--- src/sv/bbl_pkg.sv ---
`timescale 1ns / 1ps
// ----------------------------------------------------------------------------
// bbl_pkg
// shared types, widths and tables of the horizontal box blur
// ----------------------------------------------------------------------------
package bbl_pkg;

	localparam int PIX_W        = 32;
	localparam int CH_W         = 8;
	localparam int NUM_CH       = 4;
	localparam int SUM_W        = 14;
	localparam int DIST_CFG_W   = 5;
	localparam int MAX_DISTANCE = 16;
	localparam int STORE_DEPTH  = 2 * MAX_DISTANCE + 1;
	localparam int ADDR_W       = $clog2(STORE_DEPTH);
	localparam int D_W          = $clog2(MAX_DISTANCE + 1);
	localparam int CNT_W        = D_W + 1;
	localparam int RCP_W        = 21;
	localparam int RCP_SH       = 20;
	localparam int PROD_W       = SUM_W + RCP_W;
	localparam int PADDR_W      = 3;

	// register select bit of paddr
	localparam logic REG_DIST   = 1'b0;
	localparam logic REG_BORDER = 1'b1;

	typedef logic [NUM_CH-1:0][SUM_W-1:0] sum_vec_t;

	typedef enum logic [1:0] {
		S_IDLE  = 2'b01,
		S_FLUSH = 2'b10
	} seq_state_t;

	// one window shift on its way from the sequencer to the sum update
	typedef struct packed {
		logic              vld;
		logic [PIX_W-1:0]  pix;
		logic              ls;
		sum_vec_t          init;
		logic              old_ok;
		logic [PIX_W-1:0]  old_sub;
		logic              fwd;
		logic [PIX_W-1:0]  fwd_pix;
		logic              emit;
		logic              last;
		logic              lil;
		logic              lif;
		logic [ADDR_W-1:0] wr_addr;
	} shift_t;

	// one result on its way to the averaging stage
	typedef struct packed {
		logic             vld;
		sum_vec_t         sum;
		logic [PIX_W-1:0] pix;
		logic             last;
		logic             lil;
		logic             lif;
	} avg_req_t;

	function automatic logic [CH_W-1:0] chan(logic [PIX_W-1:0] p, logic [1:0] k);
		return p[CH_W*k +: CH_W];
	endfunction

	function automatic logic [D_W-1:0] sat_dist(logic [DIST_CFG_W-1:0] v);
		if (int'(v) > MAX_DISTANCE)
			return D_W'(MAX_DISTANCE);
		else
			return D_W'(v);
	endfunction

	// ceil(2^RCP_SH / (2*d+1)); floor(sum * r >> RCP_SH) is exact for 14-bit sums
	function automatic logic [RCP_W-1:0] recip(logic [D_W-1:0] d);
		logic [RCP_W-1:0] r;
		case (d)
			D_W'(0):  r = RCP_W'(1048576);
			D_W'(1):  r = RCP_W'(349526);
			D_W'(2):  r = RCP_W'(209716);
			D_W'(3):  r = RCP_W'(149797);
			D_W'(4):  r = RCP_W'(116509);
			D_W'(5):  r = RCP_W'(95326);
			D_W'(6):  r = RCP_W'(80660);
			D_W'(7):  r = RCP_W'(69906);
			D_W'(8):  r = RCP_W'(61681);
			D_W'(9):  r = RCP_W'(55189);
			D_W'(10): r = RCP_W'(49933);
			D_W'(11): r = RCP_W'(45591);
			D_W'(12): r = RCP_W'(41944);
			D_W'(13): r = RCP_W'(38837);
			D_W'(14): r = RCP_W'(36158);
			D_W'(15): r = RCP_W'(33826);
			D_W'(16): r = RCP_W'(31776);
			default:  r = RCP_W'(31776);
		endcase
		return r;
	endfunction

endpackage

--- src/sv/bbl_ram.sv ---
`timescale 1ns / 1ps
// ----------------------------------------------------------------------------
// bbl_ram
// simple dual port ram, one write and one registered read port
// ----------------------------------------------------------------------------
module bbl_ram #(
	parameter int WIDTH = 32,
	parameter int DEPTH = 33
) (
	input  logic                     clk,
	input  logic                     wr_en,
	input  logic [$clog2(DEPTH)-1:0] wr_addr,
	input  logic [WIDTH-1:0]         wr_data,
	input  logic                     rd_en,
	input  logic [$clog2(DEPTH)-1:0] rd_addr,
	output logic [WIDTH-1:0]         rd_data
);

	logic [WIDTH-1:0] mem [DEPTH];

	// read returns old data on a same-address write
	always_ff @(posedge clk) begin
		if (wr_en)
			mem[wr_addr] <= wr_data;
		if (rd_en)
			rd_data <= mem[rd_addr];
	end

endmodule

--- src/sv/bbl_seq.sv ---
`timescale 1ns / 1ps
// ----------------------------------------------------------------------------
// bbl_seq
// item intake, flush sequencing and window address generation
// ----------------------------------------------------------------------------
module bbl_seq import bbl_pkg::*; (
	input  logic              clk,
	input  logic              arst_n,
	input  logic              en,
	input  logic [D_W-1:0]    blur_dist,
	input  logic [PIX_W-1:0]  border,
	input  logic              in_valid,
	output logic              in_ready,
	input  logic [PIX_W-1:0]  pixel_in,
	input  logic              last_in_line,
	input  logic              last_in_frame,
	output logic [ADDR_W-1:0] rd_addr,
	output shift_t            shift_s1
);

	seq_state_t        state_q;
	logic [D_W-1:0]    cnt_q;
	logic              lif_q;
	logic              line_start_q;
	logic [PIX_W-1:0]  border_ls_q;
	logic [D_W-1:0]    seen_q;
	logic [CNT_W-1:0]  fill_q;
	logic [ADDR_W-1:0] wp_q;

	logic              is_pix;
	logic              issue;
	logic              ls;
	logic [CNT_W-1:0]  w;
	logic [CNT_W-1:0]  fc;
	logic [D_W-1:0]    ps;
	logic [ADDR_W:0]   back;
	logic              flush_next;
	shift_t            sh;

	assign is_pix   = (state_q == S_IDLE);
	assign in_ready = en && is_pix;
	assign issue    = en && ((is_pix && in_valid) || (state_q == S_FLUSH));
	assign ls       = is_pix && line_start_q;
	assign w        = {blur_dist, 1'b1};
	assign fc       = ls ? '0 : fill_q;
	assign ps       = ls ? '0 : seen_q;
	assign flush_next = last_in_line && (blur_dist != '0);

	// entry that drops out of the window: w places behind the write pointer
	always_comb begin
		back = {1'b0, wp_q} + (ADDR_W+1)'(STORE_DEPTH) - (ADDR_W+1)'(w);
		if (back >= (ADDR_W+1)'(STORE_DEPTH))
			rd_addr = ADDR_W'(back - (ADDR_W+1)'(STORE_DEPTH));
		else
			rd_addr = ADDR_W'(back);
	end

	always_comb begin
		sh         = '0;
		sh.vld     = 1'b1;
		sh.pix     = is_pix ? pixel_in : border;
		sh.ls      = ls;
		for (int k = 0; k < NUM_CH; k++)
			sh.init[k] = SUM_W'(chan(border, 2'(k))) * SUM_W'(w);
		sh.old_ok  = (fc >= w);
		sh.old_sub = ls ? border : border_ls_q;
		sh.fwd     = shift_s1.vld && (rd_addr == shift_s1.wr_addr);
		sh.fwd_pix = shift_s1.pix;
		sh.emit    = (ps >= blur_dist);
		sh.last    = is_pix ? !flush_next : (cnt_q == D_W'(1));
		sh.lil     = is_pix ? last_in_line : 1'b1;
		sh.lif     = is_pix ? last_in_frame : lif_q;
		sh.wr_addr = wp_q;
	end

	always_ff @(posedge clk or negedge arst_n) begin
		if (!arst_n) begin
			state_q      <= S_IDLE;
			cnt_q        <= '0;
			lif_q        <= 1'b0;
			line_start_q <= 1'b1;
			border_ls_q  <= '0;
			seen_q       <= '0;
			fill_q       <= '0;
			wp_q         <= '0;
			shift_s1     <= '0;
		end else if (en) begin
			shift_s1 <= issue ? sh : '0;
			if (issue) begin
				if (ls)
					border_ls_q <= border;
				seen_q <= (ps < blur_dist) ? ps + D_W'(1) : ps;
				fill_q <= (fc < CNT_W'(STORE_DEPTH)) ? fc + CNT_W'(1) : fc;
				wp_q   <= (wp_q == ADDR_W'(STORE_DEPTH - 1)) ? '0 : wp_q + ADDR_W'(1);
				case (state_q)
					S_IDLE: begin
						// a line ends here unless a border flush follows
						line_start_q <= last_in_line && !flush_next;
						if (flush_next) begin
							state_q <= S_FLUSH;
							cnt_q   <= blur_dist;
							lif_q   <= last_in_frame;
						end
					end
					S_FLUSH: begin
						cnt_q <= cnt_q - D_W'(1);
						if (cnt_q == D_W'(1)) begin
							state_q      <= S_IDLE;
							line_start_q <= 1'b1;
						end
					end
					default: state_q <= S_IDLE;
				endcase
			end
		end
	end

endmodule

--- src/sv/bbl_sum.sv ---
`timescale 1ns / 1ps
// ----------------------------------------------------------------------------
// bbl_sum
// running channel sums and window write back
// ----------------------------------------------------------------------------
module bbl_sum import bbl_pkg::*; (
	input  logic              clk,
	input  logic              arst_n,
	input  logic              en,
	input  shift_t            shift_s1,
	input  logic [PIX_W-1:0]  rd_data,
	output logic              wr_en,
	output logic [ADDR_W-1:0] wr_addr,
	output logic [PIX_W-1:0]  wr_data,
	output avg_req_t          avg_s2
);

	sum_vec_t         sum_q;
	sum_vec_t         base;
	sum_vec_t         nsum;
	logic [PIX_W-1:0] old;

	// entries not yet written in this line read as the line's border
	always_comb begin
		if (!shift_s1.old_ok)
			old = shift_s1.old_sub;
		else if (shift_s1.fwd)
			old = shift_s1.fwd_pix;
		else
			old = rd_data;
		base = shift_s1.ls ? shift_s1.init : sum_q;
		for (int k = 0; k < NUM_CH; k++)
			nsum[k] = base[k] + SUM_W'(chan(shift_s1.pix, 2'(k)))
				- SUM_W'(chan(old, 2'(k)));
	end

	assign wr_en   = en && shift_s1.vld;
	assign wr_addr = shift_s1.wr_addr;
	assign wr_data = shift_s1.pix;

	always_ff @(posedge clk or negedge arst_n) begin
		if (!arst_n) begin
			sum_q  <= '0;
			avg_s2 <= '0;
		end else if (en) begin
			if (shift_s1.vld)
				sum_q <= nsum;
			avg_s2.vld  <= shift_s1.vld && shift_s1.emit;
			avg_s2.sum  <= nsum;
			avg_s2.pix  <= shift_s1.pix;
			avg_s2.last <= shift_s1.last;
			avg_s2.lil  <= shift_s1.lil;
			avg_s2.lif  <= shift_s1.lif;
		end
	end

endmodule

--- src/sv/bbl_avg.sv ---
`timescale 1ns / 1ps
// ----------------------------------------------------------------------------
// bbl_avg
// reciprocal multiply per channel and output register
// ----------------------------------------------------------------------------
module bbl_avg import bbl_pkg::*; (
	input  logic             clk,
	input  logic             arst_n,
	input  logic             en,
	input  logic [D_W-1:0]   blur_dist,
	input  avg_req_t         avg_s2,
	output logic             out_valid,
	output logic [PIX_W-1:0] pixel_out,
	output logic             out_last_in_line,
	output logic             out_last_in_frame,
	output logic             last_of_run
);

	logic [RCP_W-1:0]             rcp;
	logic [NUM_CH-1:0][PROD_W-1:0] prod;
	logic [NUM_CH-1:0][CH_W-1:0]   q_s3;
	logic                          vld_s3;
	logic [PIX_W-1:0]              pix_s3;
	logic                          last_s3;
	logic                          lil_s3;
	logic                          lif_s3;
	logic [PIX_W-1:0]              avg_pix;

	assign rcp = recip(blur_dist);

	always_comb begin
		for (int k = 0; k < NUM_CH; k++)
			prod[k] = PROD_W'(avg_s2.sum[k]) * PROD_W'(rcp);
	end

	// pass-through at zero distance, zero pixel when alpha averages to zero
	always_comb begin
		if (blur_dist == '0)
			avg_pix = pix_s3;
		else if (q_s3[NUM_CH-1] == '0)
			avg_pix = '0;
		else
			avg_pix = q_s3;
	end

	always_ff @(posedge clk or negedge arst_n) begin
		if (!arst_n) begin
			vld_s3    <= 1'b0;
			out_valid <= 1'b0;
		end else if (en) begin
			vld_s3    <= avg_s2.vld;
			out_valid <= vld_s3;
		end
	end

	always_ff @(posedge clk) begin
		if (en) begin
			for (int k = 0; k < NUM_CH; k++)
				q_s3[k] <= prod[k][RCP_SH +: CH_W];
			pix_s3            <= avg_s2.pix;
			last_s3           <= avg_s2.last;
			lil_s3            <= avg_s2.lil && avg_s2.last;
			lif_s3            <= avg_s2.lil && avg_s2.lif && avg_s2.last;
			pixel_out         <= avg_pix;
			last_of_run       <= last_s3;
			out_last_in_line  <= lil_s3;
			out_last_in_frame <= lif_s3;
		end
	end

endmodule

--- src/sv/box_blur_line_top.sv ---
`timescale 1ns / 1ps
// path: a result reaches the output register through shift_s1, avg_s2 and the s3 registers
// throughput: one window shift per cycle while the output is not stalled; a line's last item is
// followed by d border flush shifts (d = blur distance, saturated at 16), bound by the ram port
// reset: arst_n clears control, config and sums; the window ram is not cleared, a per-line
// fill count marks which entries hold this line's pixels, so no clearing pass is needed
// ----------------------------------------------------------------------------
// box_blur_line_top
// horizontal box blur of a pixel line with configurable window and border
// ----------------------------------------------------------------------------
module box_blur_line_top import bbl_pkg::*; (
	input  logic               clk,
	input  logic               arst_n,
	// configuration port
	input  logic               psel,
	input  logic               penable,
	input  logic               pwrite,
	input  logic [PADDR_W-1:0] paddr,
	input  logic [31:0]        pwdata,
	output logic [31:0]        prdata,
	output logic               pready,
	// input items
	input  logic               in_valid,
	output logic               in_ready,
	input  logic [PIX_W-1:0]   pixel_in,
	input  logic               last_in_line,
	input  logic               last_in_frame,
	// result items
	output logic               out_valid,
	input  logic               out_ready,
	output logic [PIX_W-1:0]   pixel_out,
	output logic               out_last_in_line,
	output logic               out_last_in_frame,
	output logic               last_of_run
);

	logic [DIST_CFG_W-1:0] dist_cfg_q;
	logic [PIX_W-1:0]      border_q;
	logic [D_W-1:0]        blur_dist;
	logic                  en;
	logic [ADDR_W-1:0]     rd_addr;
	logic [PIX_W-1:0]      rd_data;
	logic                  wr_en;
	logic [ADDR_W-1:0]     wr_addr;
	logic [PIX_W-1:0]      wr_data;
	shift_t                shift_s1;
	avg_req_t              avg_s2;

	// register file: write on the access phase, reads are combinational
	assign pready = 1'b1;

	always_ff @(posedge clk or negedge arst_n) begin
		if (!arst_n) begin
			dist_cfg_q <= '0;
			border_q   <= '0;
		end else if (psel && penable && pwrite && pready) begin
			case (paddr[2])
				REG_DIST:   dist_cfg_q <= pwdata[DIST_CFG_W-1:0];
				REG_BORDER: border_q   <= pwdata;
				default:    border_q   <= pwdata;
			endcase
		end
	end

	always_comb begin
		case (paddr[2])
			REG_DIST:   prdata = {{(32-DIST_CFG_W){1'b0}}, dist_cfg_q};
			REG_BORDER: prdata = border_q;
			default:    prdata = '0;
		endcase
	end

	// distances above the maximum act as the maximum
	assign blur_dist = sat_dist(dist_cfg_q);

	// whole pipeline advances together; it holds while a result waits at the output
	assign en = !out_valid || out_ready;

	// stage 0: intake and flush sequencing, issues one window read per shift
	bbl_seq u_seq (
		.clk          (clk),
		.arst_n       (arst_n),
		.en           (en),
		.blur_dist    (blur_dist),
		.border       (border_q),
		.in_valid     (in_valid),
		.in_ready     (in_ready),
		.pixel_in     (pixel_in),
		.last_in_line (last_in_line),
		.last_in_frame(last_in_frame),
		.rd_addr      (rd_addr),
		.shift_s1     (shift_s1)
	);

	// window store: circular buffer, the entry leaving the window is read as the shift enters
	// shift_s1, ahead of the write of the new pixel from shift_s1
	bbl_ram #(
		.WIDTH(PIX_W),
		.DEPTH(STORE_DEPTH)
	) u_window (
		.clk    (clk),
		.wr_en  (wr_en),
		.wr_addr(wr_addr),
		.wr_data(wr_data),
		.rd_en  (en),
		.rd_addr(rd_addr),
		.rd_data(rd_data)
	);

	// stage 1: sum update with forwarding of the write just made
	bbl_sum u_sum (
		.clk     (clk),
		.arst_n  (arst_n),
		.en      (en),
		.shift_s1(shift_s1),
		.rd_data (rd_data),
		.wr_en   (wr_en),
		.wr_addr (wr_addr),
		.wr_data (wr_data),
		.avg_s2  (avg_s2)
	);

	// stages 2 and 3: divide by window width, then the output register
	bbl_avg u_avg (
		.clk              (clk),
		.arst_n           (arst_n),
		.en               (en),
		.blur_dist        (blur_dist),
		.avg_s2           (avg_s2),
		.out_valid        (out_valid),
		.pixel_out        (pixel_out),
		.out_last_in_line (out_last_in_line),
		.out_last_in_frame(out_last_in_frame),
		.last_of_run      (last_of_run)
	);

endmodule

--- config.mk ---
export PLATFORM = sky130hd
export DESIGN_NAME = box_blur_line_top
export DESIGN_NICKNAME = d
export VERILOG_FILES = /design/src/sv/bbl_pkg.sv /design/src/sv/bbl_ram.sv /design/src/sv/bbl_seq.sv /design/src/sv/bbl_sum.sv /design/src/sv/bbl_avg.sv /design/src/sv/box_blur_line_top.sv
export SDC_FILE = /design/constraint.sdc
export NUM_CORES = 2
export LEC_CHECK = 0
export BUFFER_PORTS_ARGS = -buffer_cell sky130_fd_sc_hd__buf_4
export CAP_MARGIN = 0
export CORE_ASPECT_RATIO = 1.1
export CORE_UTILIZATION = 30
export CTS_CLUSTER_DIAMETER = 100
export DETAILED_ROUTE_END_ITERATION = 6
export PLACE_DENSITY = 0.41
export SYNTH_ARGS = -nofsm -noshare
export SYNTH_HDL_FRONTEND = slang
export SYNTH_HIERARCHICAL = 1
export SYNTH_SLANG_ARGS = --single-unit
--- constraint.sdc ---
create_clock -name clk -period 12.08 [get_ports clk]
set_input_delay 0.604 -clock clk [delete_from_list [all_inputs] [get_ports clk]]
set_output_delay 0.604 -clock clk [all_outputs]
set_load 0.05 [all_outputs]
# Yosys cells after proc, flatten, opt, wreduce, memory -nomap -nowiden
# Memory sizes are Yosys's and may differ from the RTL's. A register that Yosys moved wholly into a read port is not among the register bits.
# Index checks and enable logic that the tools add are counted.
dict set report word_totals {
  regBits 513
  latchBits 0
  mem_bits_rw 1056
  romBits 640
  inputBits 76
  wordCells 150
  mem_count 2
}
# memory depth width rd rd_ports_with_merged_regs wr line_no
set memory_table {}
lappend memory_table {u_window.mem 33 32 1 1 1 bbl_ram.sv:19} ;# logic [WIDTH-1:0] mem [DEPTH];
lappend memory_table {{(no name shown)} 32 20 1 0 0 bbl_pkg.sv:75} ;# case (d)
dict set report classes {
  n_addsub 15
  n_mul 8
  div_mod_pow 0
  order_cmp 6
  n_eq_ne 7
  shift 0
  mux 28
  bitwise 1
  reduce_logical 30
}
# op n
set ops {}
lappend ops {{2-to-1 mux 32 bit} 6}
lappend ops {{2-to-1 mux 166 bit} 1}
lappend ops {{multiplier 14 x 21 -> 28 bit} 4}
lappend ops {{case mux 32 bit (2 select lines)} 1}
lappend ops {{adder 14 x 8 -> 14 bit} 4}
lappend ops {{multiplier 8 x 6 -> 14 bit} 4}
lappend ops {{2-to-1 mux 56 bit} 1}
lappend ops {{subtractor 14 x 8 -> 14 bit} 4}
lappend ops {{2-to-1 mux 6 bit} 4}
lappend ops {{2-to-1 mux 5 bit} 4}
lappend ops {{AND reduction 4 bit} 4}
lappend ops {{logical AND 1 bit} 14}
lappend ops {{adder 6 x 1 -> 6 bit (second input constant)} 2}
lappend ops {{case mux 5 bit (2 select lines)} 1}
lappend ops {{logical NOT 8 bit} 1}
lappend ops {{AND reduction 2 bit} 4}
lappend ops {{adder 6 x 6 -> 7 bit (second input constant)} 1}
lappend ops {{>= comparator 7 x 6 -> 1 bit (second input constant)} 1}
lappend ops {{subtractor 7 x 6 -> 7 bit} 1}
lappend ops {{equality test 6 bit} 1}
lappend ops {{equality test 6 bit (second input constant)} 1}
lappend ops {{>= comparator 6 bit} 1}
lappend ops {{less-than comparator 6 bit (second input constant)} 1}
lappend ops {{2-to-1 mux 1 bit} 6}
lappend ops {{19 further kinds} 23}

# Logic depth before layout (Yosys ltp)
dict set report logic_depth {
  word_depth 8
  ltp_mapped 31
  depth_no_buf 29
}

# Hierarchy
# Netlist, hierarchy kept.
# module instances cells_per_inst area_each_um2
set modules_own_cells {}
lappend modules_own_cells {bbl_ram 1 2207 42096.6}
lappend modules_own_cells {bbl_avg 1 3696 34546.9}
lappend modules_own_cells {bbl_seq 1 1598 15741.3}
lappend modules_own_cells {bbl_sum 1 1103 10566.4}
lappend modules_own_cells {box_blur_line_top 1 122 1801.7}

# Worst setup path after synthesis
# Ideal clock, no wire load.
dict set report synth_timing {
  path_type {flip-flop to flip-flop}
  from {register dist_cfg_q[4]}
  to {register u_avg/q_s3[31] in the netlist's numbering (data pin)}
  setup_time_ns 0.190
  t_arrival_ns 7.607
  t_required_ns 11.890
  setup_slack_ns 4.283
  stages_incl_launch_ff 28
  n_path_buf 2
  synth_period_minus_slack_ns 7.797
  cell_sequence {dfrtp_1 -> nor2b_1 -> inv_1 -> ha_1 -> inv_1 -> mux4_2 -> nor2_1 -> clkbuf_1 -> clkbuf_1 -> nand2_1 -> fa_1 -> inv_1 -> fa_1 -> fa_1 -> fa_1 -> fa_1 -> inv_1 -> fa_1 -> inv_1 -> ha_1 -> a2111oi_0 -> o21ai_0 -> o21a_1 -> a31oi_1 -> a31oi_4 -> o221ai_1 -> mux2i_1 -> a2111oi_2}
}
# item line_no
set synth_lines {}
lappend synth_lines {{start: declaration} box_blur_line_top.sv:37} ;# logic [DIST_CFG_W-1:0] dist_cfg_q;
lappend synth_lines {{start signal: assignment} box_blur_line_top.sv:58} ;# REG_DIST: dist_cfg_q <= pwdata[DIST_CFG_W-1:0];
lappend synth_lines {{end signal: indexed assignment} bbl_avg.sv:59} ;# q_s3[k] <= prod[k][RCP_SH +: CH_W];
lappend synth_lines {{end: declaration} bbl_avg.sv:21} ;# logic [NUM_CH-1:0][CH_W-1:0] q_s3;

==> summary.txt <==
Critical path
  – Startpoint Class: register
  – CP max-delay cell: nor2b_4
  – WP data arrival: 10.34 ns
  – Worst path max stage delay: 0.72 ns
  – Setup CP Type: register to register
  – Crit Path Max Fanout: 41
  – Crit. End Element: register
  – Required time of the critical path: 12.69 ns
  – Most common cell on crit path: fa_1

Clock tree
  – CTS clock-pin slew for the worst setup and hold paths: 0.06 ns
  – Root buf cell: clkbuf_16
  – Resized cells post-CTS: 0
  – Clock sink count: 1601
  – Clock latency on the worst-skew pair: 0.90 ns
  – CTS Buf Count: 191
  – H-tree Lvls: 4
  – Bufs on Longest Clock Path: 4
  – CTS tree: yes

Timing
  – Worst Skew: 0.09959 ns
  – RSZ-0062 raised after global routing: false
  – Final period util: 0.8060
  – Setup TNS: 0 ns
  – Final Setup Violations: 0
  – Count of pins over their slew limit: 0
  – Final min period: 9.736 ns
  – Worst rel slew slack: 0.2459
  – Worst-Margin Slew: 1.131 ns
  – Final Hold Viols: 0
  – Fmax: 102.7 MHz

Logic synthesis
  – Post-synth EDFFs: 1190
  – Synth async-reset ratio: 0.2567
  – Post-synthesis sequential area ratio: 0.4393
  – Ys flop type: edfxtp_1
  – Netlist cell types: 110
  – Cell area after synthesis: 104800 um^2
  – Syn_nets: 10179
  – Synthesized area per cell: 12.00 um^2
  – Seq cells post-synth: 1601
  – Syn Inst Count: 8726
  – Yosys warnings: 6

Final layout
  – Non-filler cells, final: 13485
  – Share of cells above drive strength 1: 0.1035
  – Filler cell count: 34496
  – Area growth syn-to-layout: 12.12%
  – Final nets: 10189
  – Final Cell Area: 117500 um^2
  – Util after Layout: 0.3381

Route
  – Post-route ant nets: 0
  – DRT Pass-1 Iters: 5
  – Vias: 65934
  – Via/cell ratio: 4.889
  – Per-cell routed wire length: 24.13 um
  – Routed WL: 325.5 mm
  – Drt initial violations: 3871
  – # DRC: 0

GRT
  – GRT Util Overall: 0.1856
  – Largest net degree at the start of global routing: 121
  – First-pass GRT wire length: 480.2 mm
  – Antenna violations before repair: 31
  – Vias in the first global route: 70257
  – Gr ovfl total: 0

Die
  – Die area: 351500 um^2
  – Core footprint: 347400 um^2
  – IO Pins: 146
  – Row cnt: 227
  – Starting Density: 0.3016
  – Die H: 621.8 um
  – Die Wd: 565.4 um

Place
  – Placed inst area: 110900 um^2
  – RePlAce Congestion: 0.8198
  – Hpwl dp: 212.4 mm
  – Placed Cells: 13086
  – IO buf count: 142

Job
  – Max Cap Viol: 0

Min path
  – HP Class: primary input to register

Run status
  – Status: finished, final reports clean
## metrics by stage
step,setup slack [ns],hold WS [ns]
2_1_floorplan,4.283,0.3084
3_3_place_gp,2.454,0.4088
3_5_place_dp,2.438,0.4045
4_1_cts,2.352,0.0001438
5_1_grt,1.854,0.03652
6_report,2.344,0.07269
## placed cells by master, fill, tap and decap left out, types with 163 or more instances in the layout
cell type / n
a22o_1: 163
nor2_1: 178
mux2i_1: 658
edfxtp_1: 1190
inv_1: 1228
fa_1: 925
nand2_1: 834
clkbuf_16: 195
buf_4: 321
a21oi_1: 224
ha_1: 452
and2_1: 541
dfrtp_1: 405
## Yosys cell counts, types with 20 or more instances
cell	count	area share
dfrtp_1	409	0.098
nand3_1	39	0.0019
or3_1	20	0.0012
a31oi_1	21	0.0013
fa_1	925	0.18
o2bb2ai_1	56	0.0047
o21a_1	22	0.0016
ha_1	452	0.054
buf_1	46	0.0016
o21ai_0	112	0.0054
clkbuf_1	354	0.013
mux2i_1	658	0.063
nand2b_1	25	0.0015
nand2_1	838	0.030
buf_4	96	0.0069
and2_1	543	0.032
xor2_1	37	0.0031
a22oi_1	129	0.0092
edfxtp_1	1190	0.34
nand4_1	30	0.0018
xnor2_1	97	0.0081
o41ai_2	33	0.0051
mux2_4	30	0.0043
o22ai_1	54	0.0032
nor2b_1	24	0.0014
buf_2	25	0.0012
a21oi_1	227	0.011
and3_1	61	0.0036
mux2_2	120	0.013
a21o_1	50	0.0036
nor3_1	47	0.0022
inv_1	1228	0.044
a22o_1	163	0.014
a221oi_1	67	0.0056
nor2_1	217	0.0078
## logic make-up (layout without fill, tap and decap cells)
group,Yosys count,after routing,share of synthesized area
other cells,1,14,0.00003580
buf+inv,1789,1955,0.07034
flops,1601,1601,0.4393
compound gates,1081,1081,0.07609
xor+xnor,145,145,0.01328
fa+ha+maj,1377,1377,0.2308
simple gates,1922,1922,0.08974
mux,810,810,0.08042
## critical path, delay by kind of cell (launching register included)
family / cells / cell delay, ns
AND/OR/NAND/NOR: 3 / 1.45
flip-flops: 1 / 0.71
buffers and inverters: 6 / 1.12
AO/OA/AOI/OAI: 7 / 1.87
adder cells (fa/ha/maj): 8 / 3.74
multiplexers: 2 / 0.61
## state kept, by name (all words and copies together) (netlist names), 32 cells and up
register / cells
u_avg/pixel_out: 32
u_window/rd_data: 32
u_sum/avg_s2: 92
u_sum/sum_q: 56
u_seq/shift_s1: 166
border_q: 32
u_avg/pix_s3: 32
u_window/mem: 1056
u_seq/border_ls_q: 32
u_avg/q_s3: 32
## final timing paths
| path | from | end | slack [ns] | depth (start not counted) |
|---|---|---|---|---|
| worst max-delay path | dist_cfg_q[4] | u_avg/q_s3[31] | 2.34 | 26 |
| worst min-delay path | pixel_in[13] | u_seq/shift_s1[146] | 0.07 | 3 |
| worst max register to register | dist_cfg_q[4] | u_avg/q_s3[31] | 2.34 | 26 |
| worst min register to register | u_avg/last_s3 | u_avg/last_of_run | 0.42 | 0 |
| max in group asynchronous | arst_n | u_seq/shift_s1[132] | 9.48 | 4 |
| min in group asynchronous | arst_n | u_avg/out_valid | 0.38 | 2 |
## cell type report
cell class,instances,area [um^2],share of cell area
Sequential cell,1601,46030,0.3919
Clock inverter,107,983.4,0.008373
Antenna cell,13,32.53,0.0002770
Tap cell,4580,5731,0.04879
Multi-Input combinational cell,5336,51860,0.4415
Clock buffer,242,5126,0.04364
Timing Repair Buffer,372,3055,0.02601
Inverter,1234,4637,0.03948
## repair_timing
action,in CTS,in global routing
hold buffers,37,0
hold endpoints to repair,104,0
buffers inserted,0,0
## routing by layer
metal | track usage | part of all wire | up-vias
li1 | - | - | 29494
met1 | 0.2579 | 0.46 | 35023
met2 | 0.3131 | 0.48 | 1099
met3 | 0.01846 | 0.033 | 316
met4 | 0.03659 | 0.019 | 2
met5 | 0 | 0.000034 | -
Power is not shown: default switching activity piles up to over one toggle a cycle in this logic, so the estimate is an artifact.
